<file path="src/hw/rtl/plas_pkg.sv">
// Shared types, codes and constants of the polyline arc-length sampler.
package plas_pkg;

   localparam logic [1:0] CMD_CLEAR = 2'd0;
   localparam logic [1:0] CMD_ADD   = 2'd1;
   localparam logic [1:0] CMD_QUERY = 2'd2;

   localparam logic [1:0] STATUS_OK   = 2'd0;
   localparam logic [1:0] STATUS_FULL = 2'd1;
   localparam logic [1:0] STATUS_MISS = 2'd2;

   localparam logic [30:0]        LEN_MAX     = 31'h7FFF_FFFF;
   localparam logic signed [33:0] HALF_PI_Q30 = 34'sd1686629713;
   localparam logic signed [33:0] PI_Q16      = 34'sd205887;
   localparam logic [63:0]        ROOT_BIT0   = 64'h4000_0000_0000_0000;
   localparam logic [63:0]        ONE_Q60     = 64'h1000_0000_0000_0000;

   localparam int ROOT_STEPS   = 32;
   localparam int DIV_STEPS    = 18;
   localparam int CORDIC_STEPS = 28;

   typedef enum logic [1:0] {
      OP_CLEAR,
      OP_ADD,
      OP_QUERY,
      OP_NONE
   } op_type;

   typedef struct packed {
      op_type             op;
      logic signed [31:0] px;
      logic signed [31:0] py;
      logic signed [31:0] s;
   } item_type;

   typedef struct packed {
      logic signed [31:0] start_x;
      logic signed [31:0] start_y;
      logic signed [17:0] dir_x;
      logic signed [17:0] dir_y;
      logic [30:0]        len;
      logic [30:0]        arc;
   } seg_type;

   typedef enum logic [1:0] {
      RT_LEN,
      RT_DIR,
      RT_ACOS
   } root_use_type;

   typedef enum logic [4:0] {
      ST_IDLE,
      ST_EXEC,
      ST_PREP,
      ST_MUL_A,
      ST_MUL_B,
      ST_MUL_C,
      ST_ROOT,
      ST_ROOT_END,
      ST_NORM,
      ST_DIV,
      ST_DIV_END,
      ST_WRITE,
      ST_Q_READ,
      ST_Q_CMP,
      ST_Q_MULX,
      ST_Q_MULY,
      ST_Q_SUMY,
      ST_Q_RPREP,
      ST_CORDIC,
      ST_Q_ANGLE,
      ST_DONE
   } st_type;

   // arctangent of 2^-i in Q30
   function automatic logic [29:0] atan_entry(input logic [4:0] i);
      logic [29:0] v;
      case (i)
         5'd0:    v = 30'd843314857;
         5'd1:    v = 30'd497837829;
         5'd2:    v = 30'd263043837;
         5'd3:    v = 30'd133525159;
         5'd4:    v = 30'd67021687;
         5'd5:    v = 30'd33543516;
         5'd6:    v = 30'd16775851;
         5'd7:    v = 30'd8388437;
         5'd8:    v = 30'd4194283;
         5'd9:    v = 30'd2097149;
         5'd10:   v = 30'd1048576;
         default: v = 30'(31'd1 << (5'd30 - i));
      endcase
      return v;
   endfunction

endpackage

</file>
<file path="src/hw/rtl/plas_front.sv">
// Front end: accepts requests, decodes the command and queues items.
module plas_front (
   input  logic               clock,
   input  logic               reset,
   input  logic               req_valid,
   output logic               req_ready,
   input  logic [1:0]         req_command,
   input  logic signed [31:0] req_point_x,
   input  logic signed [31:0] req_point_y,
   input  logic signed [31:0] req_arc_position,
   output logic               q_valid,
   output plas_pkg::item_type q_item,
   input  logic               q_pop
);
   import plas_pkg::*;

   item_type   slot_ff [2];
   item_type   new_item;
   logic       wr_ff, wr_in;
   logic       rd_ff, rd_in;
   logic [1:0] cnt_ff, cnt_in;
   logic       push;
   op_type     op;

   always_comb begin
      unique case (req_command)
         CMD_CLEAR: op = OP_CLEAR;
         CMD_ADD:   op = OP_ADD;
         CMD_QUERY: op = OP_QUERY;
         default:   op = OP_NONE;
      endcase
   end

   assign new_item  = '{op: op, px: req_point_x, py: req_point_y, s: req_arc_position};
   assign req_ready = (cnt_ff != 2'd2);
   assign push      = req_valid && req_ready;
   assign q_valid   = (cnt_ff != 2'd0);
   assign q_item    = slot_ff[rd_ff];

   always_comb begin
      wr_in  = push ? ~wr_ff : wr_ff;
      rd_in  = q_pop ? ~rd_ff : rd_ff;
      cnt_in = cnt_ff + {1'b0, push} - {1'b0, q_pop};
   end

   always_ff @(posedge clock) begin
      if (reset) begin
         wr_ff  <= 1'b0;
         rd_ff  <= 1'b0;
         cnt_ff <= 2'd0;
      end else begin
         wr_ff  <= wr_in;
         rd_ff  <= rd_in;
         cnt_ff <= cnt_in;
      end
      if (push) begin
         slot_ff[wr_ff] <= new_item;
      end
   end

endmodule

</file>
<file path="config.mk">
export PLATFORM = sky130hd
export DESIGN_NAME = plas_front
export DESIGN_NICKNAME = d
export VERILOG_FILES = /design/src/hw/rtl/plas_pkg.sv /design/src/hw/rtl/plas_front.sv
export SDC_FILE = /design/constraint.sdc
export NUM_CORES = 1
export LEC_CHECK = 0
export BUFFER_PORTS_ARGS = -buffer_cell sky130_fd_sc_hd__buf_2
export CAP_MARGIN = 20
export CORE_MARGIN = 8
export CORE_UTILIZATION = 40
export CTS_CLUSTER_DIAMETER = 100
export DETAILED_ROUTE_END_ITERATION = 6
export PLACE_DENSITY = 0.64
export SLEW_MARGIN = 0
export SYNTH_ARGS = -nofsm -noshare
export SYNTH_HDL_FRONTEND = slang
export SYNTH_SLANG_ARGS = --single-unit
</file>
<file path="constraint.sdc">
create_clock -name clock -period 3.68 [get_ports clock]
set_input_delay 0.368 -clock clock [delete_from_list [all_inputs] [get_ports clock]]
set_output_delay 0.368 -clock clock [all_outputs]
set_load 0.1 [all_outputs]
</file>
==> impl_metrics.env <==
export IMPL_busiest_layer="met2"
export IMPL_synthCells=335
export IMPL_ys_seq_area_frac=0.817
export IMPL_fin_worst_skew_ns=0.00625
export IMPL_place_hpwl_um=10100
export IMPL_track_usage=0.122
export IMPL_path_cells="buf_4 -> mux2_2 -> buf_2"
export IMPL_routed_wl_um=14800
export IMPL_ir_drop_uv=389
export IMPL_synth_top_cells_by_count="edfxtp_1, mux2_2, mux2_1"
export IMPL_portBuffers=201
export IMPL_period_share=0.733
export IMPL_synth_area_leaders="edfxtp_1, mux2_2, mux2_1, dfxtp_1, buf_2"
export IMPL_drtIter0Drc=143
export IMPL_yosysUniqueCellTypes=24
export IMPL_synth_edf_count=196
export IMPL_grt_max_degree=61
export IMPL_critPathCaptureType="output pin"
export IMPL_grt_overflow=0
export IMPL_yosys_warnings=0
export IMPL_syn_nets=438
export IMPL_start_util=0.408
export IMPL_clk_pin_slew_ns=0.06
export IMPL_cts_num_sinks=201
export IMPL_place_gp_congestion=0.715
export IMPL_hold_worst_slack_ns=0.0822
export IMPL_crit_path_max_incr_delay_ns=0.72
export IMPL_power_density_nw_per_um2=690
export IMPL_fin_tns_setup_ns=0
export IMPL_firstDrtPassIters=4
export IMPL_cpLargestDelayFamily="flip-flops"
export IMPL_ctsResizeCount=0
export IMPL_post_route_min_period_ns=2.70
export IMPL_worst_pin_slew_ns=0.907
export IMPL_async_reset_ff_frac=0
export IMPL_finalHoldViolations=0
export IMPL_htreeDepth=1
export IMPL_max_cap_violations=0
export IMPL_cts_tree="done"
export IMPL_via_count=3752
export IMPL_startpoint_type="flop"
export IMPL_grt_util_met3=0.0391
export IMPL_synth_top_area_frac=0.803
export IMPL_finalNetCount=654
export IMPL_holdBufCountCts=0
export IMPL_crit_arrival_ns=2.33
export IMPL_synth_area_per_cell_um2=21.9
export IMPL_drc=0
export IMPL_root_buffer="clkbuf_16"
export IMPL_num_antenna_cells=0
export IMPL_slew_headroom=0.394
export IMPL_die_area_um2=22900
export IMPL_clk_latency_ns=0.47
export IMPL_yosysTopAreaCell="edfxtp_1"
export IMPL_vias_per_cell=4.73
export IMPL_antenna_left=0
export IMPL_p_leak_nw=3.43
export IMPL_area_delta_synth_final_pct=26.1
export IMPL_cts_buffers=21
export IMPL_core_area_um2=18000
export IMPL_total_power_mw=6.38
export IMPL_boundaryPins=202
export IMPL_use_met1=0.145
export IMPL_rows=49
export IMPL_die_x_um=151
export IMPL_outcome="complete, no violations"
export IMPL_post_synth_top_count_cell="edfxtp_1"
export IMPL_grt_setup_unrepaired="no"
export IMPL_synth_seq_cells=201
export IMPL_max_freq_mhz=371
export IMPL_yosys_most_used_dff="edfxtp_1"
export IMPL_die_y_um=151
export IMPL_wl_per_cell_um=18.6
export IMPL_grt_pass1_wl_um=21800
export IMPL_cp_slowest_cell="dfxtp_4"
export IMPL_met2_usage=0.209
export IMPL_critPathRequiredTime_ns=3.31
export IMPL_path_buf_inv=2
export IMPL_final_max_slew_viol_count=0
export IMPL_grt_antenna_before_repair=1
export IMPL_path_class="flop to output pin"
export IMPL_post_cts_setup_buffer_count=0
export IMPL_setup_viol=0
export IMPL_grt_pass1_vias=4103
export IMPL_postLayoutCoreUtil=0.515
export IMPL_path_max_fanout=42
export IMPL_syn_cell_area_um2=7330
export IMPL_drive_above_1_share=0.554
export IMPL_hold_class="input pin to flop"
export IMPL_cts_path_max_buffers=3
-- layer usage --
layer | wire length, um | share of wire
met1 | 5900 | 0.40
met2 | 7090 | 0.48
met4 | 222 | 0.015
met5 | 12 | 0.00081
met3 | 1560 | 0.11
-- stage by stage --
stage,std cells,area [um2],setup WS [ns]
after floorplan,335,7330,0.385
after global routing,794,9250,0.861
after CTS,794,9250,0.948
final,794,9250,0.981
after detailed placement,757,8630,1.36
after global placement,757,8630,1.42
-- flip-flops by register name, indices dropped and copies added (netlist names), named ones only --
name,count
cnt_ff,2
rd_ff,1
slot_ff,196
wr_ff,1
-- worst register-to-register path, stage by stage (launching register included) --
cell        delay (ns)
dfxtp_1           0.40
nand2b_1          0.16
nand3b_1          0.19
clkinvlp_4        0.73
buf_4             0.56
-- power by group --
part | internal (mW) | switching (mW) | total [mW]
logic | 0.298 | 1.40 | 1.70
clock network | 1.12 | 0.771 | 1.89
registers | 2.74 | 0.0598 | 2.80
-- placed cells by master, fill, tap and decap left out, drive strengths merged --
master / n
buf: 206
edfxtp: 196
mux2: 98
clkbuf: 27
clkinv: 9
dfxtp: 5
nand2b: 2
xnor2: 2
nor2: 2
inv: 2
nand4b: 2
nand2: 1
or2: 1
and3: 1
nand3b: 1
clkinvlp: 1
nor2b: 1
a21bo: 1
a21oi: 1
a2111oi: 1
or4: 1
a21boi: 1
or4b: 1
ha: 1
bufinv: 1
-- worst paths after layout --
path,start,to,slack (ns),depth (start not counted)
min,req_point_y[4],slot_ff[0][36],0.08,1
max,flop,q_item[75],0.98,3
max reg2reg,cnt_ff[1],slot_ff[0][6],1.37,4
min reg2reg,rd_ff,rd_ff,0.52,2
-- cell type report --
type                    instances  area, um2
multi-input cells             118       1250
flip-flops and latches        201       5990
clock inverters                10       70.1
clock buffers                  27        548
inverters                       3       15.0
repair buffers                206       1080
well taps                     229        287
fillers                      1496       8720
-- cells by family after synthesis --
group / share of synthesized area
multiplexers: 0.151
XOR/XNOR: 0.00239
adder cells (fa/ha/maj): 0.00171
flip-flops: 0.817
AND/OR/NAND/NOR: 0.0118
AO/OA/AOI/OAI: 0.00427
buffers and inverters: 0.0126
Note: power is estimated with default switching activity, not from simulation.
